$ cat config.mk
export PLATFORM = sky130hd
export DESIGN_NAME = fexp_scale
export DESIGN_NICKNAME = d
export VERILOG_FILES = /design/src/sv/fexp_pkg.sv /design/src/sv/fexp_scale.sv
export SDC_FILE = /design/constraint.sdc
export NUM_CORES = 1
export LEC_CHECK = 0
export BUFFER_PORTS_ARGS = -buffer_cell sky130_fd_sc_hd__buf_2
export CAP_MARGIN = 30
export CORE_MARGIN = 2
export CORE_UTILIZATION = 47
export CTS_BUF_LIST = sky130_fd_sc_hd__clkbuf_2 sky130_fd_sc_hd__clkbuf_4 sky130_fd_sc_hd__clkbuf_8
export CTS_CLUSTER_DIAMETER = 50
export CTS_CLUSTER_SIZE = 24
export DETAILED_ROUTE_END_ITERATION = 6
export PLACE_DENSITY = 0.74
export SLEW_MARGIN = 20
export SYNTH_ARGS = -nofsm -noshare
export SYNTH_HDL_FRONTEND = slang
export SYNTH_SLANG_ARGS = --single-unit
$ cat constraint.sdc
create_clock -name i_clk -period 12.7 [get_ports i_clk]
set_input_delay 1.27 -clock i_clk [delete_from_list [all_inputs] [get_ports i_clk]]
set_output_delay 1.27 -clock i_clk [all_outputs]
set_load 0.005 [all_outputs]
$ cat src/sv/fexp_pkg.sv
// shared types, constants and single-precision arithmetic functions for the exp unit
`timescale 1ns / 1ps

package fexp_pkg;

    typedef logic [31:0] t_f32;

    // configuration register indexes
    localparam logic [1:0] CFG_UPPER    = 2'd0;
    localparam logic [1:0] CFG_LOWER    = 2'd1;
    localparam logic [1:0] CFG_OVERFLOW = 2'd2;

    // configuration reset values
    localparam t_f32 RST_UPPER    = 32'h42B1_7218;
    localparam t_f32 RST_LOWER    = 32'hC2CE_8ED0;
    localparam t_f32 RST_OVERFLOW = 32'h7F7F_FFFF;

    // float constants as bit patterns
    localparam t_f32 K_LOG2E = 32'h3FB8_AA3B;
    localparam t_f32 K_HALF  = 32'h3F00_0000;
    localparam t_f32 K_C1    = 32'h3F31_8000;
    localparam t_f32 K_C2    = 32'hB95E_8083;
    localparam t_f32 K_P0    = 32'h3950_6967;
    localparam t_f32 K_P1    = 32'h3AB7_43CE;
    localparam t_f32 K_P2    = 32'h3C08_8908;
    localparam t_f32 K_P3    = 32'h3D2A_A9C1;
    localparam t_f32 K_P4    = 32'h3E2A_AAAA;
    localparam t_f32 K_P5    = 32'h3F00_0000;
    localparam t_f32 K_ONE   = 32'h3F80_0000;
    localparam t_f32 QNAN    = 32'h7FC0_0000;
    localparam t_f32 NEG_ONE = 32'hBF80_0000;

    localparam logic signed [11:0] EXP_MAX  = 12'sd255;
    localparam logic signed [9:0]  N_CLAMP  = 10'sd400;

    // pipeline word carried from stage to stage
    typedef struct packed {
        logic valid;
        logic byp;
        t_f32 byp_val;
        t_f32 x;
        t_f32 z;
        t_f32 t;
        t_f32 p;
        t_f32 zz;
    } t_stage;

    typedef enum logic [1:0] {OPK_MUL, OPK_ADD, OPK_FLOOR} t_op_kind;
    typedef enum logic [2:0] {SRC_X, SRC_Z, SRC_T, SRC_P, SRC_ZZ, SRC_K} t_src;
    typedef enum logic [2:0] {DST_X, DST_Z, DST_T, DST_P, DST_ZZ} t_dst;

    typedef struct packed {
        t_op_kind kind;
        t_src     src_a;
        t_src     src_b;
        logic     neg_b;
        t_f32     kval;
        t_dst     dst;
    } t_op;

    localparam int NUM_OPS = 21;

    // one float operation per arithmetic pipeline stage, in evaluation order
    localparam t_op OP_TABLE [NUM_OPS] = '{
        '{OPK_MUL,   SRC_K, SRC_X,  1'b0, K_LOG2E, DST_T},
        '{OPK_ADD,   SRC_T, SRC_K,  1'b0, K_HALF,  DST_T},
        '{OPK_FLOOR, SRC_T, SRC_K,  1'b0, K_HALF,  DST_Z},
        '{OPK_MUL,   SRC_Z, SRC_K,  1'b0, K_C1,    DST_T},
        '{OPK_ADD,   SRC_X, SRC_T,  1'b1, K_C1,    DST_X},
        '{OPK_MUL,   SRC_Z, SRC_K,  1'b0, K_C2,    DST_T},
        '{OPK_ADD,   SRC_X, SRC_T,  1'b1, K_C2,    DST_X},
        '{OPK_MUL,   SRC_X, SRC_X,  1'b0, K_ONE,   DST_ZZ},
        '{OPK_MUL,   SRC_K, SRC_X,  1'b0, K_P0,    DST_P},
        '{OPK_ADD,   SRC_P, SRC_K,  1'b0, K_P1,    DST_P},
        '{OPK_MUL,   SRC_P, SRC_X,  1'b0, K_ONE,   DST_P},
        '{OPK_ADD,   SRC_P, SRC_K,  1'b0, K_P2,    DST_P},
        '{OPK_MUL,   SRC_P, SRC_X,  1'b0, K_ONE,   DST_P},
        '{OPK_ADD,   SRC_P, SRC_K,  1'b0, K_P3,    DST_P},
        '{OPK_MUL,   SRC_P, SRC_X,  1'b0, K_ONE,   DST_P},
        '{OPK_ADD,   SRC_P, SRC_K,  1'b0, K_P4,    DST_P},
        '{OPK_MUL,   SRC_P, SRC_X,  1'b0, K_ONE,   DST_P},
        '{OPK_ADD,   SRC_P, SRC_K,  1'b0, K_P5,    DST_P},
        '{OPK_MUL,   SRC_P, SRC_ZZ, 1'b0, K_ONE,   DST_P},
        '{OPK_ADD,   SRC_P, SRC_X,  1'b0, K_ONE,   DST_P},
        '{OPK_ADD,   SRC_P, SRC_K,  1'b0, K_ONE,   DST_P}
    };

    // leading zero counts
    function automatic logic [5:0] lzc48(input logic [47:0] v);
        logic [5:0] n;
        n = 6'd48;
        for (int i = 0; i < 48; i++) begin
            if (v[i]) n = 6'(47 - i);
        end
        return n;
    endfunction

    function automatic logic [4:0] lzc27(input logic [26:0] v);
        logic [4:0] n;
        n = 5'd27;
        for (int i = 0; i < 27; i++) begin
            if (v[i]) n = 5'(26 - i);
        end
        return n;
    endfunction

    function automatic logic [4:0] lzc24(input logic [23:0] v);
        logic [4:0] n;
        n = 5'd24;
        for (int i = 0; i < 24; i++) begin
            if (v[i]) n = 5'(23 - i);
        end
        return n;
    endfunction

    function automatic logic is_nan(input t_f32 a);
        return (a[30:23] == 8'hFF) && (a[22:0] != 23'd0);
    endfunction

    // round to nearest even and pack; m has leading one at bit 26, sticky at bit 0
    function automatic t_f32 round_pack(input logic s, input logic signed [11:0] e,
                                        input logic [26:0] m);
        logic [26:0] ms;
        logic [11:0] sh;
        logic [7:0]  ef;
        logic        st;
        logic        up;
        logic [30:0] body;
        if (e >= EXP_MAX) return {s, 8'hFF, 23'd0};
        if (e <= 12'sd0) begin
            sh = 12'(12'sd1 - e);
            if (sh > 12'd27) begin
                ms = {26'd0, |m};
            end else begin
                st = |(m & ((27'd1 << sh) - 27'd1));
                ms = (m >> sh) | {26'd0, st};
            end
            ef = 8'd0;
        end else begin
            ms = m;
            ef = e[7:0];
        end
        up   = ms[2] && (ms[1] || ms[0] || ms[3]);
        body = {ef, ms[25:3]} + 31'(up);
        return {s, body};
    endfunction

    // single-precision multiply
    function automatic t_f32 fmul(input t_f32 a, input t_f32 b);
        logic                s;
        logic                inf_a, inf_b, zero_a, zero_b;
        logic [23:0]         ma, mb;
        logic signed [11:0]  ea, eb, e;
        logic [47:0]         prod, pn;
        logic [5:0]          lz;
        s      = a[31] ^ b[31];
        inf_a  = (a[30:0] == 31'h7F80_0000);
        inf_b  = (b[30:0] == 31'h7F80_0000);
        zero_a = (a[30:0] == 31'd0);
        zero_b = (b[30:0] == 31'd0);
        if (is_nan(a) || is_nan(b)) return QNAN;
        if (inf_a || inf_b) begin
            if (zero_a || zero_b) return QNAN;
            return {s, 8'hFF, 23'd0};
        end
        if (zero_a || zero_b) return {s, 31'd0};
        ma   = {a[30:23] != 8'd0, a[22:0]};
        mb   = {b[30:23] != 8'd0, b[22:0]};
        ea   = (a[30:23] == 8'd0) ? 12'sd1 : $signed({4'd0, a[30:23]});
        eb   = (b[30:23] == 8'd0) ? 12'sd1 : $signed({4'd0, b[30:23]});
        prod = 48'(ma) * 48'(mb);
        lz   = lzc48(prod);
        pn   = prod << lz;
        e    = ea + eb - 12'sd126 - $signed({6'd0, lz});
        return round_pack(s, e, {pn[47:22], |pn[21:0]});
    endfunction

    // single-precision add
    function automatic t_f32 fadd(input t_f32 a, input t_f32 b);
        logic               inf_a, inf_b, zero_a, zero_b, swap;
        t_f32               big, sml;
        logic [7:0]         eb8, es8, d;
        logic [26:0]        mbig, msml, shd, m;
        logic               st;
        logic [27:0]        acc;
        logic [4:0]         lz;
        logic signed [11:0] e;
        inf_a  = (a[30:0] == 31'h7F80_0000);
        inf_b  = (b[30:0] == 31'h7F80_0000);
        zero_a = (a[30:0] == 31'd0);
        zero_b = (b[30:0] == 31'd0);
        if (is_nan(a) || is_nan(b)) return QNAN;
        if (inf_a && inf_b && (a[31] != b[31])) return QNAN;
        if (inf_a) return a;
        if (inf_b) return b;
        if (zero_a && zero_b) return {a[31] & b[31], 31'd0};
        swap = (a[30:0] < b[30:0]);
        big  = swap ? b : a;
        sml  = swap ? a : b;
        eb8  = (big[30:23] == 8'd0) ? 8'd1 : big[30:23];
        es8  = (sml[30:23] == 8'd0) ? 8'd1 : sml[30:23];
        d    = eb8 - es8;
        mbig = {big[30:23] != 8'd0, big[22:0], 3'b000};
        msml = {sml[30:23] != 8'd0, sml[22:0], 3'b000};
        if (d >= 8'd27) begin
            shd = {26'd0, |msml};
        end else begin
            st  = |(msml & ((27'd1 << d) - 27'd1));
            shd = (msml >> d) | {26'd0, st};
        end
        if (big[31] == sml[31]) acc = {1'b0, mbig} + {1'b0, shd};
        else                    acc = {1'b0, mbig} - {1'b0, shd};
        if (acc == 28'd0) return 32'd0;
        if (acc[27]) begin
            m = {acc[27:2], |acc[1:0]};
            e = $signed({4'd0, eb8}) + 12'sd1;
        end else begin
            lz = lzc27(acc[26:0]);
            m  = acc[26:0] << lz;
            e  = $signed({4'd0, eb8}) - $signed({7'd0, lz});
        end
        return round_pack(big[31], e, m);
    endfunction

    // floor of a float, large or non-finite values pass through
    function automatic t_f32 ffloor(input t_f32 t);
        logic [7:0]  e;
        logic [23:0] mant, ip, nrm;
        logic [4:0]  sh, lz;
        logic        fnz;
        e = t[30:23];
        if (e >= 8'd150) return t;
        if (e < 8'd127) begin
            if (t[31] && (t[30:0] != 31'd0)) return NEG_ONE;
            return 32'd0;
        end
        mant = {1'b1, t[22:0]};
        sh   = 5'(8'd150 - e);
        ip   = mant >> sh;
        fnz  = |(mant & ((24'd1 << sh) - 24'd1));
        if (t[31] && fnz) ip = ip + 24'd1;
        lz   = lzc24(ip);
        nrm  = ip << lz;
        return {t[31], 8'(8'd150 - {3'd0, lz}), nrm[22:0]};
    endfunction

    // integral float to scale exponent, clamped
    function automatic logic signed [9:0] z_to_n(input t_f32 z);
        logic [7:0] e;
        logic [9:0] mag;
        logic [23:0] sm;
        e = z[30:23];
        if (is_nan(z)) return 10'sd0;
        if (e < 8'd127) return 10'sd0;
        if (e >= 8'd136) return z[31] ? -N_CLAMP : N_CLAMP;
        sm  = {1'b1, z[22:0]} >> (8'd150 - e);
        mag = sm[9:0];
        if (mag > 10'd400) mag = 10'd400;
        return z[31] ? -$signed(mag) : $signed(mag);
    endfunction

    // scale by a power of two with gradual underflow
    function automatic t_f32 fscale(input t_f32 b, input logic signed [9:0] n);
        logic               s;
        logic signed [11:0] e;
        logic [23:0]        m, q, r, half;
        logic [4:0]         lz;
        logic [11:0]        sh;
        s = b[31];
        if (b[30:23] == 8'hFF) return b;
        if (b[30:23] == 8'd0) begin
            if (b[22:0] == 23'd0) return b;
            m  = {1'b0, b[22:0]};
            lz = lzc24(m);
            m  = m << lz;
            e  = 12'sd1 - $signed({7'd0, lz});
        end else begin
            m = {1'b1, b[22:0]};
            e = $signed({4'd0, b[30:23]});
        end
        e = e + 12'(n);
        if (e >= EXP_MAX) return {s, 8'hFF, 23'd0};
        if (e >= 12'sd1) return {s, e[7:0], m[22:0]};
        sh = 12'(12'sd1 - e);
        if (sh > 12'd24) return {s, 31'd0};
        q    = m >> sh;
        r    = m & ((24'd1 << sh) - 24'd1);
        half = 24'd1 << (sh - 12'd1);
        if ((r > half) || ((r == half) && q[0])) q = q + 24'd1;
        return {s, 31'(q)};
    endfunction

    // ordered greater-than, false on any NaN
    function automatic logic fgt(input t_f32 a, input t_f32 b);
        t_f32 ka, kb;
        if (is_nan(a) || is_nan(b)) return 1'b0;
        if ((a[30:0] == 31'd0) && (b[30:0] == 31'd0)) return 1'b0;
        ka = a[31] ? ~a : {1'b1, a[30:0]};
        kb = b[31] ? ~b : {1'b1, b[30:0]};
        return ka > kb;
    endfunction

    // operand fetch from the pipeline word
    function automatic t_f32 sel_src(input t_stage st, input t_src s, input t_f32 k);
        t_f32 v;
        unique case (s)
            SRC_X:   v = st.x;
            SRC_Z:   v = st.z;
            SRC_T:   v = st.t;
            SRC_P:   v = st.p;
            SRC_ZZ:  v = st.zz;
            SRC_K:   v = k;
            default: v = k;
        endcase
        return v;
    endfunction

endpackage

$ cat src/sv/fexp_scale.sv
// final stage: power-of-two scaling, special results and output register
`timescale 1ns / 1ps

module fexp_scale import fexp_pkg::*; (
    input  logic        i_clk,
    input  logic        i_rst_n,
    input  logic        i_en,
    input  t_stage      i_st,
    output logic        o_valid,
    output logic [31:0] o_result_bits
);

    logic  r_valid;
    t_f32  r_result;
    t_f32  n_result;

    // pick bypass value, internal nan or scaled polynomial
    always_comb begin
        if (i_st.byp) begin
            n_result = i_st.byp_val;
        end else if (is_nan(i_st.p)) begin
            n_result = QNAN;
        end else begin
            n_result = fscale(i_st.p, z_to_n(i_st.z));
        end
    end

    // output register
    always_ff @(posedge i_clk) begin
        if (!i_rst_n) begin
            r_valid <= 1'b0;
        end else if (i_en) begin
            r_valid  <= i_st.valid;
            r_result <= n_result;
        end
    end

    assign o_valid       = r_valid;
    assign o_result_bits = r_result;

endmodule

==> results.md, run 1 <==
- Initial Util: 47.58%
- Endpoints failing setup: 0
- Post-synth EDFFs: 32
- FP Rows: 54
- Clock-pin slew on the worst setup and hold paths: 70 ps
- Clk_skew: 0 ps
- Max cap viols: 0
- Final Wtd Congestion: 1.022
- Yosys warning count: 0
- Die footprint: 23160 sq um
- DRT antenna net count: 0
- DRC Markers: 0
- Fin nets: 1844
- 1st-pass router iterations: 6
- Critical path class: input pin to flop
- Leak: 4.330 nW
- Relative max-transition margin: 28.00%
- Endpoints failing hold: 0
- Fillers: 2181
- Most common cell after layout, fill and taps aside: nand2_1
- Vias in the first global route: 12070
- Clk sinks: 33
- Fmax: 84.20 MHz
- Largest net degree at the start of global routing: 45
- Total grt overflow: 0
- H-Tree Depth: 2
- Vias per inst: 6.970
- Final Max Slew Viols: 0
- RSZ-0062 raised after global routing: false
- Vias post-DR: 13120
- CP max stage delay: 620 ps
- Crit Path Max Fanout: 10
- Flops & latches, synth: 33
- Syn_area_per_cell: 6.812 sq um
- CTS buffer count: 5
- IO Port Bufs: 133
- Period minus WS final: 11880 ps
- Post-detail-place hpwl: 33770 microns
- Global Route Usage Sum: 36.43%
- Antenna violations before repair: 3
- Worst skew pair latency: 290 ps
- Initial drt markers: 1548
- Worst setup SP type: input pin
- Setup slack at placement: -202.5 ps
- Fin crit share: 93.51%
- DIE HEIGHT: 152.2 microns
- TritonCTS clock tree: yes
- Dominant synthesized flop cell: edfxtp_1
- ANT cells: 0
- Area Overhead vs Synth: 11.28%
- PD cells: 70.60 nW/um^2
- Design area: 11480 sq um
- Worst VDD drop: 0.04987 mV
- Slowest cell on crit path: or4_4
- Outcome: completed
- Worst Path Arrival: 11890 ps
- Worst hold path type: flop to flop
- Top Ports: 230
- Drt total wl: 44550 microns
- Area of the mapped netlist: 10320 sq um
- Dpl cell area: 11260 sq um
- Critical Path Most Common Cell: ha_1
- Placed insts: 1871
- Core area: 21690 sq um
- CP Data Required Time: 12720 ps
- Most frequent cells in the layout: nand2_1 (165), nor2_1 (135), buf_2 (133)
- Post-synthesis sequential area ratio: 9.505%
- Async SR Flop Fraction: 0%
- Final setup margin: 823.9 ps
- Post-Synthesis Cells: 1515
- Root Buffer: clkbuf_8
- DR WL/cell: 23.67 microns
- Layout cells sized above 1: 18.54%
- CP endpoint kind: flop
- Die width: 152.2 microns
- First-pass GRT wire length: 68680 microns
- Worst Max-Slew Pin Slew: 1076 ps
- Yosys cell types: 113
- Final non-filler cell total: 1882
- Max Buffers Root-to-Sink: 2
- Mapped Nets: 1758
- Hold Buf Count CTS: 0
==> worst max-delay path: cells and delay by family <==
kind / cells / cell delay (ps)
and+or+nand+nor: 20 / 4990
adders and majority gates: 5 / 1280
xor gates and xnor gates: 2 / 480
AOI/OAI and AO/OA: 18 / 3330
buffers and inverters: 4 / 550
==> stage by stage <==
step                total power [mW]  util (%)  TNS (ps)  hold slack [ps]
CTS                           0.7843     52.49         0            554.9
detailed placement            0.6755     51.93     -1513            532.7
global placement              0.6694     51.93         0            495.1
global route                  0.8590     52.95         0            596.8
floorplan                     0.5052         -         0            507.3
finish                        0.8107     52.95         0            547.8
==> area by class of cell <==
| class | count | area (sq um) | area share (%) |
|---|---|---|---|
| Sequential cell | 33 | 980.9 | 8.542 |
| Clock buffer | 7 | 90.09 | 0.7845 |
| Timing Repair Buffer | 188 | 1089 | 9.479 |
| Inverter | 36 | 136.4 | 1.188 |
| Tap cell | 280 | 350.3 | 3.051 |
| Clock inverter | 1 | 30.03 | 0.2615 |
| Multi-Input combinational cell | 1337 | 8807 | 76.69 |
==> per-layer routing <==
metal  vias up  part of all wire [%]  track usage, %
met2       815                    43           56.31
li1       6043                     -               -
met5         -                  0.15           1.449
met3       128                    12           7.878
met1      6125                    41           49.89
met4         6                   4.0           13.26
==> cells by family (layout without fill, tap and decap cells) <==
family | after synthesis | after routing | share of synthesized area (%)
AND/OR/NAND/NOR | 632 | 632 | 30.88
adder cells (fa/ha/maj) | 46 | 46 | 5.650
multiplexers | 71 | 71 | 7.565
buffers and inverters | 145 | 232 | 5.929
XOR/XNOR | 43 | 43 | 3.649
flip-flops | 33 | 33 | 9.505
AO/OA/AOI/OAI | 545 | 545 | 36.82
==> worst paths after layout <==
kind / slack [ps] / start / to / depth (start not counted)
worst max register to register: 12090 / o_valid / o_valid / 2
worst min register to register: 550 / o_valid / o_valid / 2
worst max-delay path: 820 / i_st[119] / o_result_bits[16] / 49
worst min-delay path: 550 / o_valid / o_valid / 2
==> Yosys cell counts, drive strengths merged, types with 6 or more instances <==
library cell / instances / area share [%]
o21a: 10 / 0.73
buf: 38 / 2.0
a21o: 25 / 1.8
nand2: 165 / 6.0
o2111ai: 8 / 0.68
nor2: 140 / 5.2
o211ai: 17 / 1.3
o221ai: 16 / 1.4
and2: 19 / 1.2
o31ai: 20 / 1.7
ha: 45 / 5.5
mux2: 20 / 2.2
nor2b: 20 / 1.2
a311oi: 6 / 0.51
and3: 21 / 1.3
or4: 6 / 0.55
a32oi: 11 / 1.1
inv: 32 / 1.2
a22o: 8 / 0.68
nand2b: 17 / 1.0
a21boi: 7 / 0.51
xnor2: 29 / 2.5
clkbuf: 71 / 2.6
nor4: 28 / 1.9
o21ai: 96 / 4.7
a211o: 10 / 0.85
a221oi: 12 / 1.1
a211oi: 52 / 4.0
xor2: 14 / 1.2
nor3: 55 / 2.7
a22oi: 14 / 1.0
edfxtp: 32 / 9.3
o22ai: 14 / 0.85
o32ai: 6 / 0.58
a21oi: 135 / 6.6
mux2i: 48 / 4.7
nand4: 33 / 2.1
or3: 17 / 1.0
nand3: 69 / 3.4
a2111oi: 12 / 1.1
a31oi: 17 / 1.0
or2: 19 / 1.2
==> registers in the layout, indices dropped and copies added (netlist names) <==
register / count
o_result_bits: 32
o_valid: 1
==> where the power goes <==
part | switching (mW) | internal [mW] | total [mW] | leakage [nW]
clock network | 0.0404 | 0.0661 | 0.107 | 0.0619
logic | 0.376 | 0.194 | 0.570 | 3.97
registers | 0.00209 | 0.132 | 0.135 | 0.301
total | 0.418 | 0.393 | 0.811 | 4.33
==> timing repair <==
action | CTS | global route
gates resized for setup | 0 | 23
setup buffers | 0 | 1
hold endpoints to repair | 0 | 0
setup endpoints to repair | 0 | 24
No activity file was read; power rests on OpenSTA's default activity.
==> run 2: changes to the inputs <==
Settings changed: BUFFER_PORTS_ARGS -buffer_cell sky130_fd_sc_hd__buf_2 to -buffer_cell sky130_fd_sc_hd__clkbuf_2.
==> run 2 against run 1 <==
Worst hold slack lost 1.7 ps. Register-to-register slack is essentially flat. Sequential share of layout area grew 0.067 points. Critical path depth is the same. Die area is the same. Final cell count shrank 0.43%. Design area shrank 0.77%. Clock power shrank 26%. Fmax shrank 0.41%. Wire length shrank 7.8%. The flow now finishes with violations (design-rule violations). Setup slack lost 49 ps.
==> results.md, run 2 (synthesis results as in run 1) <==
- Fin crit share: 93.90%
- Vias post-DR: 13020
- Setup crit end: o_result_bits[16]
- Vias per inst: 6.946
- Fillers: 2143
- Design area: 11390 sq um
- Leak: 4.309 nW
- Hold WS: 546.1 ps
- Final Wtd Congestion: 1.116
- Clk sinks: 33
- Total setup buffers inserted after CTS: 0
- Critical R2R Launch: o_valid
- Relative max-transition margin: 34.94%
- Dpl cell area: 11220 sq um
- Reg-to-reg endpoint: o_valid
- Fin nets: 1836
- Fmax: 83.86 MHz
- Critical path class: input pin to flop
- Clk_skew: 0 ps
- P_int: 0.3612 mW
- Clock power share: 10.3%
- Combinational power share: 72.2%
- Slowest cell on crit path: or4_1
- Worst VDD drop: 0.03501 mV
- Worst skew pair latency: 300 ps
- Outcome: finished with violations
- Largest net degree at the start of global routing: 45
- DRC Markers: 1
- Area Overhead vs Synth: 10.41%
- 1st-pass router iterations: 7
- Clock-pin slew on the worst setup and hold paths: 70 ps
- Max cap viols: 0
- PD cells: 67.67 nW/um^2
- Core area: 21690 sq um
- NetSw: 0.4100 mW
- Worst hold path type: flop to flop
- DRT antenna net count: 0
- Root Buffer: clkbuf_8
- FP Rows: 54
- CP endpoint kind: flop
- Period minus WS final: 11930 ps
- Endpoints failing hold: 0
- Drt total wl: 41080 microns
- Layout cells sized above 1: 18.19%
- Endpoints failing setup: 0
- Total grt overflow: 0
- Util after Layout: 52.54%
- DR WL/cell: 21.92 microns
- Die footprint: 23160 sq um
- Global Route Usage Sum: 33.83%
- Post-detail-place hpwl: 31430 microns
- CP max stage delay: 690 ps
- CTS buffer count: 5
- Top Ports: 230
- Crit Path Max Fanout: 37
- Failing checks: design-rule violations
- Vias in the first global route: 11830
- Sw frac: 53.16%
- Worst Max-Slew Pin Slew: 968.9 ps
- H-Tree Depth: 2
- First-pass GRT wire length: 64810 microns
- Final Max Slew Viols: 0
- Reg power frac: 17.5%
- Max FFs per register: 32
- ANT cells: 0
- Critical Path Most Common Cell: nor2_1
- Antenna violations before repair: 1
- Initial Util: 47.58%
- Worst setup SP type: input pin
- Max Buffers Root-to-Sink: 2
- Die width: 152.2 microns
- Hold Buf Count CTS: 0
- FF-to-FF setup slack: 12090 ps
- TritonCTS clock tree: yes
- IO Port Bufs: 133
- Initial drt markers: 1587
- CP Data Required Time: 12730 ps
- Most frequent cells in the layout: nand2_1 (164), nor2_1 (135), clkbuf_2 (134)
- Reg2reg path depth: 2
- Worst Path Arrival: 11960 ps
- CP startpoint: i_st[119]
- RSZ-0062 raised after global routing: false
- Most common cell after layout, fill and taps aside: nand2_1
- DIE HEIGHT: 152.2 microns
[run 2: how the worst min path moves through the flow]
stage / startpoint / endpoint / slack (ps) / depth (start not counted)
after global routing: o_valid / o_valid / 590 / 2
after floorplan: o_valid / o_valid / 510 / 2
after detailed placement: o_valid / o_valid / 540 / 2
after global placement: o_valid / o_valid / 510 / 2
final: o_valid / o_valid / 550 / 2
after CTS: o_valid / o_valid / 560 / 2
[run 2: worst max-delay path, delay by kind of cell]
kind	cells	cell delay [ps]
adder cells (fa/ha/maj)	4	1100
buffers and inverters	5	970
XOR/XNOR	3	630
AND/OR/NAND/NOR	22	4990
AO/OA/AOI/OAI	15	2990
[run 2: layout make-up]
cell class	count	area, sq um	share of cell area [%]
Clock buffer	5	68.82	0.6039
Clock inverter	3	17.52	0.1537
Inverter	36	136.4	1.197
Multi-Input combinational cell	1337	8812	77.34
Sequential cell	33	980.9	8.609
Tap cell	280	350.3	3.075
Timing Repair Buffer	180	1028	9.026
[run 2: power groups by stage]
stage	clock network (mW)	logic (mW)	registers [mW]
after global routing	0.0825	0.598	0.136
after floorplan	0	0.367	0.139
after CTS	0.0800	0.530	0.135
final	0.0793	0.557	0.135
after global placement	0	0.522	0.137
after detailed placement	0	0.527	0.137
[run 2: repair_timing]
action	in CTS	in global routing
gates resized for setup	0	20
hold endpoints to repair	0	0
setup endpoints to repair	0	24
[run 2: metrics by stage]
step / setup TNS (ps) / setup slack, ps / cells / power, mW
2_1_floorplan: 0 / 109.1 / 1515 / 0.5052
3_3_place_gp: 0 / 136.6 / 1865 / 0.6591
3_5_place_dp: -39.74 / -18.21 / 1865 / 0.6645
4_1_cts: 0 / 246.2 / 1873 / 0.7446
5_1_grt: 0 / 6.550 / 1874 / 0.8160
6_report: 0 / 774.8 / 1874 / 0.7711
[run 2: per-layer routing]
layer	part of all wire, %	GRT usage, %
met1	41	46.82
met2	42	52.27
met3	11	5.603
met4	5.3	14.02
met5	0	0
==> run 3: changes to the inputs <==
==> constraint.sdc (replaced) <==
create_clock -name i_clk -period 12.7 [get_ports i_clk]
set_input_delay 2.54 -clock i_clk [delete_from_list [all_inputs] [get_ports i_clk]]
set_output_delay 2.54 -clock i_clk [all_outputs]
set_load 0.1 [all_outputs]
==> run 3 against run 2 <==
The flow now finishes without violations. Critical path depth grew 3. Flip-flop and latch count stayed put. Sequential power about the same. Core utilization increased by 2.2 points. Final cell count up 2.2%. Setup slack worse by 150 ps. First-iteration DRC count fell by 5.0%. Clock skew unchanged.
==> results.md, run 3 (synthesis results as in run 1) <==
- FF+latch area: 980.9 sq um
- Post-detail-place hpwl: 33510 microns
- CP Data Required Time: 12760 ps
- Worst VDD drop: 0.04726 mV
- Vias in the first global route: 12170
- 1st-pass router iterations: 5
- Leak: 4.564 nW
- Hold WS: 528.8 ps
- Worst hold path type: flop to flop
- Root Buffer: clkbuf_8
- Die footprint: 23160 sq um
- Clock-pin slew on the worst setup and hold paths: 80 ps
- Global Route Usage Sum: 36.00%
- Die width: 152.2 microns
- Max Buffers Root-to-Sink: 2
- Worst Path Arrival: 12130 ps
- Most frequent cells in the layout: nand2_1 (165), clkbuf_2 (135), nor2_1 (132), a21oi_1 (132), buf_4 (87)
- Worst setup SP type: input pin
- Endpoints failing setup: 0
- Drt total wl: 43790 microns
- Area of the multi-input gates: 8950 sq um
- DRC Markers: 0
- Vias post-DR: 13380
- Final Max Slew Viols: 0
- CP endpoint kind: flop
- Outcome: completed
- Clk_skew: 0 ps
- CP max stage delay: 590 ps
- Area Overhead vs Synth: 14.99%
- Final setup TNS: 0 ps
- TritonCTS clock tree: yes
- Critical Path Most Common Cell: buf_4
- Fmax: 82.81 MHz
- DRT antenna net count: 0
- Core area: 21690 sq um
- Initial Util: 47.58%
- Endpoints failing hold: 0
- IO Port Bufs: 133
- Fin crit share: 95.08%
- Hold Buf Count CTS: 0
- H-Tree Depth: 2
- DIE HEIGHT: 152.2 microns
- Util after Layout: 54.71%
- ANT cells: 0
- Largest net degree at the start of global routing: 44
- Max FFs per register: 32
- Initial drt markers: 1507
- Most common cell after layout, fill and taps aside: nand2_1
- Vias per inst: 6.984
- Worst Max-Slew Pin Slew: 1106 ps
- Max cap viols: 0
- Crit Path Max Fanout: 7
- Final non-filler cell total: 1916
- FP Rows: 54
- Total power draw: 0.8924 mW
- CTS buffer count: 5
- Relative max-transition margin: 25.68%
- Layout cells sized above 1: 21.45%
- Critical path class: input pin to flop
- Final Wtd Congestion: 1.033
- Fin nets: 1878
- Clk sinks: 33
- Worst skew pair latency: 300 ps
- Placed insts: 1898
- Fillers: 2156
- PD cells: 75.21 nW/um^2
- Period minus WS final: 12080 ps
- Antenna violations before repair: 0
- Total grt overflow: 0
- First-pass GRT wire length: 67970 microns
- Slowest cell on crit path: or4_4
- DR WL/cell: 22.86 microns
- Top Ports: 230
==> run 3: cell count changes in the layout (fill, tap and decap cells not counted), sizes merged <==
cell / delta
clkbuf: +3
clkinv: -2
buf: +41
bufinv: +1
clkinvlp: -1
==> run 3: routing by layer <==
metal	vias up	part of all wire [%]	GRT usage (%)
li1	6118	-	-
met1	6272	41	49.81
met2	846	44	57.25
met3	146	11	4.920
met4	0	4.5	13.26
met5	-	0	0
==> run 3: where the power goes <==
part / total, mW / switching [mW] / internal [mW]
registers: 0.135 / 0.00225 / 0.132
logic: 0.645 / 0.438 / 0.207
clock network: 0.112 / 0.0462 / 0.0662
==> run 3: repair_timing <==
action | 4_1_cts | 5_1_grt
setup buffers | 0 | 7
endpoints found under the setup margin | 0 | 24
gates resized for setup | 0 | 44
endpoints found under the hold margin | 0 | 0
==> run 3: worst max-delay path: cells and delay by family <==
kind / cells / cell delay (ps)
XOR/XNOR: 2 / 300
AND/OR/NAND/NOR: 19 / 4140
adder cells (fa/ha/maj): 5 / 1270
AO/OA/AOI/OAI: 19 / 2850
buffers and inverters: 7 / 1070
==> run 3: path summary, 6_finish.rpt <==
| check | slack, ps | cells past startpoint | start | endpoint |
|---|---|---|---|---|
| max | 620 | 52 | i_st[119] | o_result_bits[10] |
| min | 530 | 2 | o_valid | o_valid |
| max reg2reg | 12100 | 2 | o_valid | o_valid |
| min reg2reg | 530 | 2 | o_valid | o_valid |
==> run 3: metrics by stage <==
stage / area, sq um / setup slack, ps
after floorplan: 10360 / 4.331
after global placement: 11480 / -102.8
after detailed placement: 11480 / -211.6
after CTS: 11600 / 65.56
after global routing: 11870 / -76.90
final: 11870 / 624.8
==> run 3: layout make-up <==
class / count / share of cell area [%]
Clock inverter: 1 / 0.2531
Sequential cell: 33 / 8.267
Timing Repair Buffer: 222 / 11.20
Inverter: 36 / 1.149
Clock buffer: 7 / 0.7592
Multi-Input combinational cell: 1337 / 75.42
Tap cell: 280 / 2.952
